==> src/sv/adsr_pkg.sv <==
package adsr_pkg;

  localparam int NumVoices = 16;
  localparam int QDepth    = 4;
  localparam int CfgW      = 16;
  localparam int RegIdxW   = 3;

  // register indexes
  localparam logic [RegIdxW-1:0] REG_PEAK       = 3'd0;
  localparam logic [RegIdxW-1:0] REG_SUSTAIN    = 3'd1;
  localparam logic [RegIdxW-1:0] REG_ATTACK     = 3'd2;
  localparam logic [RegIdxW-1:0] REG_DECAY      = 3'd3;
  localparam logic [RegIdxW-1:0] REG_RELEASE    = 3'd4;
  localparam logic [RegIdxW-1:0] REG_TREM_HALF  = 3'd5;
  localparam logic [RegIdxW-1:0] REG_HI_GAIN    = 3'd6;
  localparam logic [RegIdxW-1:0] REG_LO_GAIN    = 3'd7;

  // register reset values
  localparam logic [15:0] PeakReset     = 16'd255;
  localparam logic [15:0] SustainReset  = 16'd192;
  localparam logic [15:0] AttackReset   = 16'd8;
  localparam logic [15:0] DecayReset    = 16'd2;
  localparam logic [15:0] ReleaseReset  = 16'd4;
  localparam logic [15:0] TremHalfReset = 16'd100;
  localparam logic [9:0]  TremHighReset = 10'd384;
  localparam logic [9:0]  TremLowReset  = 10'd171;

  typedef enum logic [1:0] {
    OP_TICK     = 2'd0,
    OP_NOTE_ON  = 2'd1,
    OP_NOTE_OFF = 2'd2,
    OP_WHEEL    = 2'd3
  } opcode_e;

  typedef enum logic [2:0] {
    PH_IDLE    = 3'd0,
    PH_ATTACK  = 3'd1,
    PH_DECAY   = 3'd2,
    PH_SUSTAIN = 3'd3,
    PH_RELEASE = 3'd4
  } phase_e;

  typedef struct packed {
    opcode_e    op;
    logic [6:0] note;
    logic [6:0] amount;
  } item_t;

  typedef struct packed {
    logic valid;
    logic full;
  } q_status_t;

endpackage

==> src/sv/adsr_envelope_bank_tremolo_top.sv <==
// a tick steps the tremolo and forms the gain in S_G1 to S_G3, then walks the voices in turn
// through S_ADV and S_MUL with one result per voice; a stalled output holds the walk in S_MUL
// note on scales its settings in S_SCALE, then scans for a free voice; note off scans for
// its note; wheel is taken in idle; the voice walk is serial, a 4-deep queue decouples the input
// reset: all voices idle, registers at their defaults, tremolo high, wheel at zero
module adsr_envelope_bank_tremolo_top
  import adsr_pkg::*;
#(
  parameter int VOICES = NumVoices
) (
  input  logic               clk_i,
  input  logic               rst_ni,
  input  logic               in_valid_i,
  output logic               in_ready_o,
  input  logic [1:0]         opcode_i,
  input  logic [6:0]         note_number_i,
  input  logic [6:0]         amount_i,
  input  logic               cfg_we_i,
  input  logic [RegIdxW-1:0] cfg_idx_i,
  input  logic [CfgW-1:0]    cfg_data_i,
  output logic               out_valid_o,
  input  logic               out_ready_i,
  output logic [5:0]         voice_index_o,
  output logic [7:0]         amplitude_o,
  output logic               amp_changed_o,
  output logic               voice_freed_o,
  output logic               hit_o,
  output logic               last_of_run_o
);

  logic      push, pop;
  item_t     push_item, head_item;
  q_status_t q_status;

  // request intake
  adsr_front u_front (
    .in_valid_i    (in_valid_i),
    .in_ready_o    (in_ready_o),
    .opcode_i      (opcode_i),
    .note_number_i (note_number_i),
    .amount_i      (amount_i),
    .q_status_i    (q_status),
    .push_o        (push),
    .item_o        (push_item)
  );

  // request queue
  adsr_queue u_queue (
    .clk_i    (clk_i),
    .rst_ni   (rst_ni),
    .push_i   (push),
    .item_i   (push_item),
    .pop_i    (pop),
    .item_o   (head_item),
    .status_o (q_status)
  );

  // voice engine
  adsr_back #(.VOICES(VOICES)) u_back (
    .clk_i         (clk_i),
    .rst_ni        (rst_ni),
    .cfg_we_i      (cfg_we_i),
    .cfg_idx_i     (cfg_idx_i),
    .cfg_data_i    (cfg_data_i),
    .q_status_i    (q_status),
    .q_item_i      (head_item),
    .pop_o         (pop),
    .out_valid_o   (out_valid_o),
    .out_ready_i   (out_ready_i),
    .voice_index_o (voice_index_o),
    .amplitude_o   (amplitude_o),
    .amp_changed_o (amp_changed_o),
    .voice_freed_o (voice_freed_o),
    .hit_o         (hit_o),
    .last_of_run_o (last_of_run_o)
  );

endmodule

==> src/sv/adsr_front.sv <==
module adsr_front
  import adsr_pkg::*;
(
  input  logic       in_valid_i,
  output logic       in_ready_o,
  input  logic [1:0] opcode_i,
  input  logic [6:0] note_number_i,
  input  logic [6:0] amount_i,
  input  q_status_t  q_status_i,
  output logic       push_o,
  output item_t      item_o
);

  // take a request whenever the queue has room
  assign in_ready_o = !q_status_i.full;
  assign push_o     = in_valid_i && !q_status_i.full;

  // decode the opcode and pack the request
  always_comb begin
    item_o.op     = opcode_e'(opcode_i);
    item_o.note   = note_number_i;
    item_o.amount = amount_i;
    // wheel and tick carry no note
    if (item_o.op == OP_TICK || item_o.op == OP_WHEEL) begin
      item_o.note = '0;
    end
  end

endmodule

==> src/sv/adsr_queue.sv <==
module adsr_queue
  import adsr_pkg::*;
(
  input  logic      clk_i,
  input  logic      rst_ni,
  input  logic      push_i,
  input  item_t     item_i,
  input  logic      pop_i,
  output item_t     item_o,
  output q_status_t status_o
);

  localparam int PtrW = $clog2(QDepth);
  localparam int CntW = $clog2(QDepth + 1);

  item_t          mem_q [QDepth];
  logic [PtrW-1:0] wr_q, rd_q;
  logic [CntW-1:0] cnt_q;
  logic            do_pop;

  assign do_pop          = pop_i && (cnt_q != '0);
  assign status_o.valid  = (cnt_q != '0);
  assign status_o.full   = (cnt_q == CntW'(QDepth));
  assign item_o          = mem_q[rd_q];

  // pointers and fill count
  always_ff @(posedge clk_i or negedge rst_ni) begin
    if (!rst_ni) begin
      wr_q  <= '0;
      rd_q  <= '0;
      cnt_q <= '0;
    end else begin
      if (push_i) begin
        wr_q <= (wr_q == PtrW'(QDepth - 1)) ? '0 : wr_q + 1'b1;
      end
      if (do_pop) begin
        rd_q <= (rd_q == PtrW'(QDepth - 1)) ? '0 : rd_q + 1'b1;
      end
      cnt_q <= cnt_q + CntW'(push_i) - CntW'(do_pop);
    end
  end

  // storage
  always_ff @(posedge clk_i) begin
    if (push_i) begin
      mem_q[wr_q] <= item_i;
    end
  end

`ifndef SYNTHESIS
  a_cnt_bound: assert property (@(posedge clk_i) disable iff (!rst_ni)
    cnt_q <= CntW'(QDepth)) else $error("queue count overflow");
  a_no_push_full: assert property (@(posedge clk_i) disable iff (!rst_ni)
    status_o.full |-> !push_i) else $error("push into full queue");
  a_pop_moves: assert property (@(posedge clk_i) disable iff (!rst_ni)
    (do_pop && !push_i) |=> cnt_q == $past(cnt_q) - 1'b1)
    else $error("pop did not drain");
`endif

endmodule

==> src/sv/adsr_back.sv <==
module adsr_back
  import adsr_pkg::*;
#(
  parameter int VOICES = NumVoices
) (
  input  logic               clk_i,
  input  logic               rst_ni,
  input  logic               cfg_we_i,
  input  logic [RegIdxW-1:0] cfg_idx_i,
  input  logic [CfgW-1:0]    cfg_data_i,
  input  q_status_t          q_status_i,
  input  item_t              q_item_i,
  output logic               pop_o,
  output logic               out_valid_o,
  input  logic               out_ready_i,
  output logic [5:0]         voice_index_o,
  output logic [7:0]         amplitude_o,
  output logic               amp_changed_o,
  output logic               voice_freed_o,
  output logic               hit_o,
  output logic               last_of_run_o
);

  localparam int IdxW = (VOICES > 1) ? $clog2(VOICES) : 1;
  localparam logic [IdxW-1:0] LastIdx = IdxW'(VOICES - 1);

  typedef enum logic [3:0] {
    S_IDLE, S_TREM, S_G1, S_G2, S_G3, S_ADV, S_MUL, S_SCALE, S_SCAN
  } state_e;

  // configuration
  logic [15:0] peak_q, sus_q, att_q, dec_q, rel_q, half_q;
  logic [9:0]  hi_gain_q, lo_gain_q;

  // shared state
  state_e      state_q;
  item_t       cur_q;
  logic [IdxW-1:0] idx_q;
  logic [2:0]  sel_q;
  logic [15:0] trem_cnt_q;
  logic        trem_up_q;
  logic [6:0]  wheel_q;
  logic signed [18:0] prod_q;
  logic [16:0] mag_q;
  logic        neg_q;
  logic [10:0] q0_q;
  logic [10:0] gain_q;
  logic [15:0] amp_r_q;
  logic        freed_q;
  logic [15:0] sc_q [5];

  // per-voice state
  phase_e      phase_q [VOICES];
  logic [15:0] env_q   [VOICES];
  logic        busy_q  [VOICES];
  logic [7:0]  sent_q  [VOICES];
  logic [15:0] vpeak_q [VOICES];
  logic [15:0] vsus_q  [VOICES];
  logic [15:0] vatt_q  [VOICES];
  logic [15:0] vdec_q  [VOICES];
  logic [15:0] vrel_q  [VOICES];
  logic [6:0]  vnote_q [VOICES];

  // output register
  logic        ov_q;
  logic [5:0]  o_idx_q;
  logic [7:0]  o_amp_q;
  logic        o_chg_q, o_freed_q, o_hit_q, o_last_q;

  logic        slot_free;
  assign slot_free = !ov_q || out_ready_i;

  // selected voice
  phase_e      ph_rd;
  logic [15:0] a_rd;
  assign ph_rd = phase_q[idx_q];
  assign a_rd  = env_q[idx_q];

  // envelope advance for the selected voice
  phase_e      ph_nx;
  logic [15:0] a_nx;
  logic        fr_nx;
  logic [16:0] att_sum;
  logic signed [17:0] dec_diff;
  always_comb begin
    ph_nx    = ph_rd;
    a_nx     = a_rd;
    fr_nx    = 1'b0;
    att_sum  = {1'b0, a_rd} + {1'b0, vatt_q[idx_q]};
    dec_diff = $signed({2'b0, a_rd}) - $signed({2'b0, vdec_q[idx_q]});
    unique case (ph_rd)
      PH_ATTACK: begin
        if (att_sum >= {1'b0, vpeak_q[idx_q]}) begin
          ph_nx = PH_DECAY;
          a_nx  = vpeak_q[idx_q];
        end else begin
          a_nx = att_sum[15:0];
        end
      end
      PH_DECAY: begin
        if (dec_diff <= $signed({2'b0, vsus_q[idx_q]})) begin
          ph_nx = PH_SUSTAIN;
          a_nx  = vsus_q[idx_q];
        end else begin
          a_nx = dec_diff[15:0];
        end
      end
      PH_SUSTAIN: a_nx = vsus_q[idx_q];
      PH_RELEASE: begin
        if (a_rd <= vrel_q[idx_q]) begin
          ph_nx = PH_IDLE;
          a_nx  = '0;
          fr_nx = 1'b1;
        end else begin
          a_nx = a_rd - vrel_q[idx_q];
        end
      end
      default: begin
        ph_nx = PH_IDLE;
        a_nx  = '0;
      end
    endcase
  end

  // tremolo gain datapath
  logic [15:0] cnt_inc;
  logic [9:0]  target;
  logic signed [10:0] tdiff;
  logic signed [7:0]  wh;
  logic [16:0] mag_nx;
  logic [24:0] recip;
  logic [17:0] qm, rem;
  logic [10:0] qfix;
  assign cnt_inc = trem_cnt_q + 16'd1;
  assign target  = trem_up_q ? hi_gain_q : lo_gain_q;
  assign tdiff   = $signed({1'b0, target}) - 11'sd256;
  assign wh      = $signed({1'b0, wheel_q});
  assign mag_nx  = prod_q[18] ? 17'(-prod_q) : prod_q[16:0];
  assign recip   = 25'(mag_nx) * 25'd129;
  assign qm      = 18'(q0_q) * 18'd127;
  assign rem     = {1'b0, mag_q} - qm;
  assign qfix    = q0_q + 11'(rem >= 18'd127);

  // amplitude scale and clamp
  logic [26:0] mprod;
  logic [7:0]  amp_cl;
  assign mprod  = 27'(amp_r_q) * 27'(gain_q);
  assign amp_cl = (mprod[26:8] > 19'd255) ? 8'd255 : mprod[15:8];

  // velocity scale, one register per cycle
  logic [15:0] sel_cfg;
  logic [22:0] vprod;
  always_comb begin
    case (sel_q)
      3'd0:    sel_cfg = peak_q;
      3'd1:    sel_cfg = sus_q;
      3'd2:    sel_cfg = att_q;
      3'd3:    sel_cfg = dec_q;
      default: sel_cfg = rel_q;
    endcase
  end
  assign vprod = 23'(cur_q.amount) * 23'(sel_cfg);

  // voice search match
  logic on_hit, off_hit, scan_hit;
  assign on_hit   = !busy_q[idx_q];
  assign off_hit  = busy_q[idx_q] && (vnote_q[idx_q] == cur_q.note) &&
                    (ph_rd != PH_RELEASE);
  assign scan_hit = (cur_q.op == OP_NOTE_ON) ? on_hit : off_hit;

  // output register loads this cycle
  logic out_load;
  assign out_load = slot_free && ((state_q == S_MUL) ||
                    (state_q == S_SCAN && (scan_hit || idx_q == LastIdx)));

  assign pop_o = (state_q == S_IDLE) && q_status_i.valid;

  // configuration writes
  always_ff @(posedge clk_i or negedge rst_ni) begin
    if (!rst_ni) begin
      peak_q    <= PeakReset;
      sus_q     <= SustainReset;
      att_q     <= AttackReset;
      dec_q     <= DecayReset;
      rel_q     <= ReleaseReset;
      half_q    <= TremHalfReset;
      hi_gain_q <= TremHighReset;
      lo_gain_q <= TremLowReset;
    end else if (cfg_we_i) begin
      unique case (cfg_idx_i)
        REG_PEAK:      peak_q    <= cfg_data_i;
        REG_SUSTAIN:   sus_q     <= cfg_data_i;
        REG_ATTACK:    att_q     <= cfg_data_i;
        REG_DECAY:     dec_q     <= cfg_data_i;
        REG_RELEASE:   rel_q     <= cfg_data_i;
        REG_TREM_HALF: half_q    <= cfg_data_i;
        REG_HI_GAIN:   hi_gain_q <= cfg_data_i[9:0];
        REG_LO_GAIN:   lo_gain_q <= cfg_data_i[9:0];
        default: ;
      endcase
    end
  end

  // sequencer, voice control state and output register
  always_ff @(posedge clk_i or negedge rst_ni) begin
    if (!rst_ni) begin
      state_q     <= S_IDLE;
      idx_q       <= '0;
      sel_q       <= '0;
      trem_cnt_q  <= '0;
      trem_up_q   <= 1'b1;
      wheel_q     <= '0;
      ov_q        <= 1'b0;
      for (int i = 0; i < VOICES; i++) begin
        phase_q[i] <= PH_IDLE;
        env_q[i]   <= '0;
        busy_q[i]  <= 1'b0;
        sent_q[i]  <= '0;
      end
    end else begin
      if (out_load) begin
        ov_q <= 1'b1;
      end else if (out_ready_i) begin
        ov_q <= 1'b0;
      end
      unique case (state_q)
        S_IDLE: begin
          if (q_status_i.valid) begin
            idx_q <= '0;
            sel_q <= '0;
            unique case (q_item_i.op)
              OP_TICK:     state_q <= S_TREM;
              OP_NOTE_ON:  state_q <= S_SCALE;
              OP_NOTE_OFF: state_q <= S_SCAN;
              default:     wheel_q <= q_item_i.amount;
            endcase
          end
        end
        S_TREM: begin
          if (cnt_inc >= half_q) begin
            trem_cnt_q <= '0;
            trem_up_q  <= !trem_up_q;
          end else begin
            trem_cnt_q <= cnt_inc;
          end
          state_q <= S_G1;
        end
        S_G1: state_q <= S_G2;
        S_G2: state_q <= S_G3;
        S_G3: state_q <= S_ADV;
        S_ADV: begin
          phase_q[idx_q] <= ph_nx;
          env_q[idx_q]   <= a_nx;
          if (fr_nx) begin
            busy_q[idx_q] <= 1'b0;
          end
          state_q <= S_MUL;
        end
        S_MUL: begin
          if (slot_free) begin
            o_idx_q        <= 6'(idx_q);
            o_amp_q        <= amp_cl;
            o_chg_q        <= (amp_cl != sent_q[idx_q]);
            o_freed_q      <= freed_q;
            o_hit_q        <= 1'b0;
            o_last_q       <= (idx_q == LastIdx);
            sent_q[idx_q]  <= amp_cl;
            if (idx_q == LastIdx) begin
              state_q <= S_IDLE;
            end else begin
              idx_q   <= idx_q + 1'b1;
              state_q <= S_ADV;
            end
          end
        end
        S_SCALE: begin
          sel_q <= sel_q + 3'd1;
          if (sel_q == 3'd4) begin
            state_q <= S_SCAN;
          end
        end
        S_SCAN: begin
          if (slot_free) begin
            if (scan_hit) begin
              if (cur_q.op == OP_NOTE_ON) begin
                busy_q[idx_q]  <= 1'b1;
                phase_q[idx_q] <= PH_ATTACK;
              end else begin
                phase_q[idx_q] <= PH_RELEASE;
              end
              o_idx_q   <= 6'(idx_q);
              o_hit_q   <= 1'b1;
              o_amp_q   <= '0;
              o_chg_q   <= 1'b0;
              o_freed_q <= 1'b0;
              o_last_q  <= 1'b1;
              state_q   <= S_IDLE;
            end else if (idx_q == LastIdx) begin
              o_idx_q   <= '0;
              o_hit_q   <= 1'b0;
              o_amp_q   <= '0;
              o_chg_q   <= 1'b0;
              o_freed_q <= 1'b0;
              o_last_q  <= 1'b1;
              state_q   <= S_IDLE;
            end else begin
              idx_q <= idx_q + 1'b1;
            end
          end
        end
        default: state_q <= S_IDLE;
      endcase
    end
  end

  // datapath registers
  always_ff @(posedge clk_i) begin
    if (pop_o) begin
      cur_q <= q_item_i;
    end
    prod_q <= 19'(tdiff * wh);
    if (state_q == S_G2) begin
      mag_q <= mag_nx;
      neg_q <= prod_q[18];
      q0_q  <= recip[24:14];
    end
    if (state_q == S_G3) begin
      gain_q <= neg_q ? (11'd256 - qfix) : (11'd256 + qfix);
    end
    if (state_q == S_ADV) begin
      amp_r_q <= a_nx;
      freed_q <= fr_nx;
    end
    if (state_q == S_SCALE) begin
      sc_q[sel_q] <= vprod[22:7];
    end
  end

  // per-voice settings written on note on
  always_ff @(posedge clk_i) begin
    if (state_q == S_SCAN && slot_free && cur_q.op == OP_NOTE_ON && on_hit) begin
      vnote_q[idx_q] <= cur_q.note;
      vpeak_q[idx_q] <= sc_q[0];
      vsus_q[idx_q]  <= sc_q[1];
      vatt_q[idx_q]  <= (sc_q[2] == '0) ? 16'd1 : sc_q[2];
      vdec_q[idx_q]  <= (sc_q[3] == '0) ? 16'd1 : sc_q[3];
      vrel_q[idx_q]  <= (sc_q[4] == '0) ? 16'd1 : sc_q[4];
    end
  end

  assign out_valid_o   = ov_q;
  assign voice_index_o = o_idx_q;
  assign amplitude_o   = o_amp_q;
  assign amp_changed_o = o_chg_q;
  assign voice_freed_o = o_freed_q;
  assign hit_o         = o_hit_q;
  assign last_of_run_o = o_last_q;

`ifndef SYNTHESIS
  a_idx_range: assert property (@(posedge clk_i) disable iff (!rst_ni)
    idx_q <= LastIdx) else $error("voice index out of range");
  a_busy_phase: assert property (@(posedge clk_i) disable iff (!rst_ni)
    busy_q[idx_q] == (phase_q[idx_q] != PH_IDLE))
    else $error("busy flag and phase disagree");
  a_hit_clean: assert property (@(posedge clk_i) disable iff (!rst_ni)
    (out_valid_o && hit_o) |-> (amplitude_o == '0 && !amp_changed_o &&
                                !voice_freed_o && last_of_run_o))
    else $error("note result carries tick fields");
`endif

endmodule

==> config.mk <==
export PLATFORM = sky130hd
export DESIGN_NAME = adsr_envelope_bank_tremolo_top
export DESIGN_NICKNAME = d
export VERILOG_FILES = /design/src/sv/adsr_pkg.sv /design/src/sv/adsr_envelope_bank_tremolo_top.sv /design/src/sv/adsr_front.sv /design/src/sv/adsr_queue.sv /design/src/sv/adsr_back.sv
export SDC_FILE = /design/constraint.sdc
export NUM_CORES = 2
export LEC_CHECK = 0
export BUFFER_PORTS_ARGS = -buffer_cell sky130_fd_sc_hd__buf_2
export CORE_ASPECT_RATIO = 0.8
export CORE_UTILIZATION = 30
export DETAILED_ROUTE_END_ITERATION = 10
export PLACE_DENSITY = 0.46
export SYNTH_ARGS = -nofsm -noshare
export SYNTH_HDL_FRONTEND = slang
export SYNTH_SLANG_ARGS = --single-unit
==> constraint.sdc <==
create_clock -name clk_i -period 26.3 [get_ports clk_i]
set_clock_uncertainty 0.2 [all_clocks]
set_input_delay 5.26 -clock clk_i [delete_from_list [all_inputs] [get_ports clk_i]]
set_output_delay 5.26 -clock clk_i [all_outputs]
set_load 0.005 [all_outputs]
==> flow_metrics.py <==
metrics = {
    "timing": {
        "max_freq_mhz": 103,
        "finalCritPeriodShare_pct": 36.8,
        "period_needed_ps": 9680,
        "finalSetupViolCount": 0,
        "tightest_slew_ps": 1390,
        "slew_viol_final": 0,
        "hold_viol_final": 0,
        "fin_tns_setup_ps": 0,
        "rsz0062_at_grt": "false",
        "slew_headroom_pct": 6.64,
    },
    "floorplanning": {
        "chipHeight_um": 536,
        "dieWidth_um": 669,
        "num_rows": 195,
        "num_io_pins": 60,
        "initial_utilization_pct": 30.2,
        "die-area_mm2": 0.358,
        "fp.coreArea_mm2": 0.354,
    },
    "setup_path": {
        "cp_num_cells": 22,
        "slowest_stage": "buf_4",
        "path_delay_family": "compound AO/OA/AOI/OAI gates",
        "worstPathArrival_ps": 10160,
        "cp_max_fo": 95,
        "path_cells": "buf_4 -> buf_12 -> buf_4 -> mux4_2 -> mux4_2 -> ha_1 -> o21ai_0 -> nand2b_1 -> o311a_1 -> a311o_1 -> a31o_2 -> a21oi_1 -> xnor2_1 -> ha_1 -> a21o_1 -> a211o_1 -> a31oi_1 -> o2111ai_4 -> mux2i_1 -> o22ai_1 -> a21oi_2 -> o21ai_0",
        "r2r_start": "u_back.idx_q[0]$_DFFE_PN0P_",
        "r2r_end": "u_back.env_q[234]$_DFFE_PN0P_",
        "crit_type": "reg -> reg",
        "crit_required_ps": 26780,
        "critPathCaptureType": "flip-flop",
        "cp_num_buf_inv": 3,
        "r2r_cells": 22,
        "r2r_slack_ps": 16620,
        "critPathMaxStageDelay_ps": 880,
        "critPathLaunchType": "flip-flop",
    },
    "placed_design": {
        "io_buffers": 57,
        "hpwl_um": 182000,
        "routabilityCongestion": 0.820,
    },
    "layout": {
        "layout_common_cells": "edfxtp_1, mux4_2, dfrtp_1",
        "nets": 7683,
        "drive_gt1_share_pct": 20.1,
        "area_growth_pct": 12.7,
        "final_common_cell": "edfxtp_1",
        "fill_cells": 33900,
    },
    "clocking": {
        "numCtsBuffers": 236,
        "clock_latency_ps": 910,
        "postCtsSetupBuffers": 0,
        "cts.clk_slew.worst_paths_ps": 70,
        "clock_path_buffers": 4,
        "hold_buffers": 0,
        "post_cts_resized": 0,
        "htree_levels": 4,
        "cts_tree": "done",
        "cts_sinks": 2250,
        "cts-root-buf": "clkbuf_16",
    },
    "detailed_routing": {
        "wl_met3_um": 16800,
        "wl_met1_um": 138000,
        "first_iter_violations": 4876,
        "ant_nets": 0,
        "drcViolationCount": 0,
        "route.met2.wl_um": 130000,
        "routedWlPerCell_um": 24.4,
        "top_layer": "met4",
        "wl_um": 291000,
        "vias": 58800,
        "via_per_inst": 4.93,
        "first_pass_iters": 5,
    },
    "global_routing": {
        "grt_antenna_before_repair": 32,
        "grt_max_degree": 148,
        "grt.total_usage_pct": 16.2,
        "grt_pass1_wl_um": 427000,
        "gr-total-overflow": 0,
        "grt_pass1_vias": 61000,
    },
    "synth": {
        "netlist_area_mm2": 0.107,
        "yosysSeqAreaShare_pct": 60.3,
        "synthCells": 6953,
        "synth_edf_count": 1625,
        "yosysWarnings": 0,
        "ys.flop_type": "edfxtp_1",
        "synth_cell_type_count": 85,
        "synthArstFlopShare_pct": 27.0,
        "ys_ff_latch": 2250,
        "syn_avg_cell_area_um2": 15.4,
    },
    "min_path": {
        "hold_class": "reg -> reg",
        "min_from": "u_back.sent_q[114]$_DFFE_PN0P_",
        "holdPathEnd": "u_back.sent_q[114]$_DFFE_PN0P_",
        "min_path_cells": 2,
    },
    "job": {
        "drv_cap": 0,
    },
    "status": {
        "outcome": "completed",
    },
}
## worst register-to-register path: cells and delay by family, from the launching register on
kind / cells / cell delay [ps]
DFF: 1 / 850
AOI/OAI and AO/OA: 12 / 3460
adders and majority gates: 2 / 710
xor gates and xnor gates: 1 / 170
and+or+nand+nor: 1 / 70
buffers and inverters: 3 / 2460
muxes: 3 / 1530
## area by class of cell
| class | count | area (µm²) | area share, % |
|---|---|---|---|
| diodes | 11 | 27.5 | 0.0229 |
| clock buffers | 323 | 6450 | 5.36 |
| clock inverters | 101 | 943 | 0.783 |
| inverters | 529 | 1990 | 1.65 |
| multi-input cells | 3795 | 39300 | 32.7 |
| flip-flops and latches | 2250 | 64400 | 53.5 |
| well taps | 4728 | 5920 | 4.91 |
| repair buffers | 187 | 1380 | 1.15 |
## synthesized netlist by cell type (5+ instances only)
| cell type | count | share of area (%) |
|---|---|---|
| buf_4 | 7 | 0.049 |
| or2_2 | 9 | 0.053 |
| dfxtp_1 | 18 | 0.34 |
| dfstp_2 | 24 | 0.59 |
| a31oi_1 | 27 | 0.16 |
| o21bai_1 | 13 | 0.091 |
| and2_1 | 112 | 0.66 |
| clkbuf_1 | 290 | 1.0 |
| o21ai_0 | 301 | 1.4 |
| a21o_1 | 46 | 0.32 |
| and3_1 | 20 | 0.12 |
| a22oi_1 | 34 | 0.24 |
| buf_1 | 47 | 0.17 |
| nor2b_1 | 84 | 0.49 |
| nand3_1 | 80 | 0.37 |
| a21boi_0 | 5 | 0.035 |
| inv_1 | 527 | 1.9 |
| o21a_1 | 32 | 0.22 |
| o31ai_1 | 10 | 0.070 |
| a211oi_1 | 9 | 0.063 |
| dfrtp_1 | 583 | 14 |
| o41ai_1 | 6 | 0.049 |
| nor2_1 | 263 | 0.92 |
| nor4_1 | 23 | 0.13 |
| nand4_1 | 25 | 0.15 |
| and4_1 | 5 | 0.041 |
| mux2_2 | 227 | 2.4 |
| nor3_1 | 42 | 0.20 |
| mux2i_1 | 44 | 0.41 |
| o22ai_1 | 17 | 0.10 |
| or3_1 | 15 | 0.088 |
| nand2_1 | 559 | 2.0 |
| nand4b_1 | 7 | 0.057 |
| buf_2 | 35 | 0.16 |
| mux4_2 | 591 | 12 |
| o21ai_1 | 16 | 0.075 |
| nand2b_1 | 45 | 0.26 |
| fa_1 | 309 | 5.8 |
| ha_1 | 335 | 3.9 |
| edfxtp_1 | 1625 | 46 |
| o31a_1 | 7 | 0.057 |
| xnor2_1 | 112 | 0.92 |
| a21oi_1 | 240 | 1.1 |
| xor2_1 | 51 | 0.42 |
## sequential cells by signal, indices dropped and copies added, names as in the netlist, 17 cells and up, named ones only
register and flops:
u_back.vatt_q 256, u_back.prod_q 18, u_back.vsus_q 256, u_back.sc_q 80, u_back.vrel_q 256, u_back.vpeak_q 256
u_queue.mem_q 64, u_back.env_q 256, u_back.sent_q 128, u_back.mag_q 17, u_back.vnote_q 112, u_back.vdec_q 256
## worst max-delay path by stage
stage / from / to
6_report: u_back.idx_q[0]$_DFFE_PN0P_ / u_back.env_q[234]$_DFFE_PN0P_
5_1_grt: u_back.idx_q[0]$_DFFE_PN0P_ / u_back.env_q[234]$_DFFE_PN0P_
4_1_cts: u_back.idx_q[0]$_DFFE_PN0P_ / u_back.env_q[234]$_DFFE_PN0P_
3_5_place_dp: u_back.idx_q[0]$_DFFE_PN0P_ / u_back.env_q[234]$_DFFE_PN0P_
3_3_place_gp: u_back.idx_q[0]$_DFFE_PN0P_ / u_back.amp_r_q[12]$_DFFE_PP_
2_1_floorplan: out_ready_i / u_back.vatt_q[12][0]$_DFFE_PP_
## metrics by stage
stage / std cells / utilization, % / area (µm²) / setup slack, ps / hold WS (ps)
after floorplan: 6954 / - / 107000 / 15830 / 236
after global placement: 11500 / 32.0 / 113000 / 16580 / 256
after detailed placement: 11500 / 32.0 / 113000 / 16530 / 265
after CTS: 11900 / 34.1 / 120000 / 16470 / 279
after global routing: 11900 / 34.1 / 120000 / 15840 / 290
final: 11900 / 34.1 / 120000 / 16620 / 275
## metal layers
layer	up-vias	global-route usage (%)
met5	-	0
met4	0	3.57
met3	327	2.87
met2	1482	24.7
met1	31300	24.1
li1	25800	-
## logic make-up after synthesis
logic type	share of synthesized area, %
flops	60.3
other cells	0.00351
compound gates	4.43
simple gates	5.70
fa+ha+maj	9.71
xor+xnor	1.34
mux	15.3
buf+inv	3.27
Power is not shown: default switching activity piles up to over one toggle a cycle in this logic, so the estimate is an artifact.
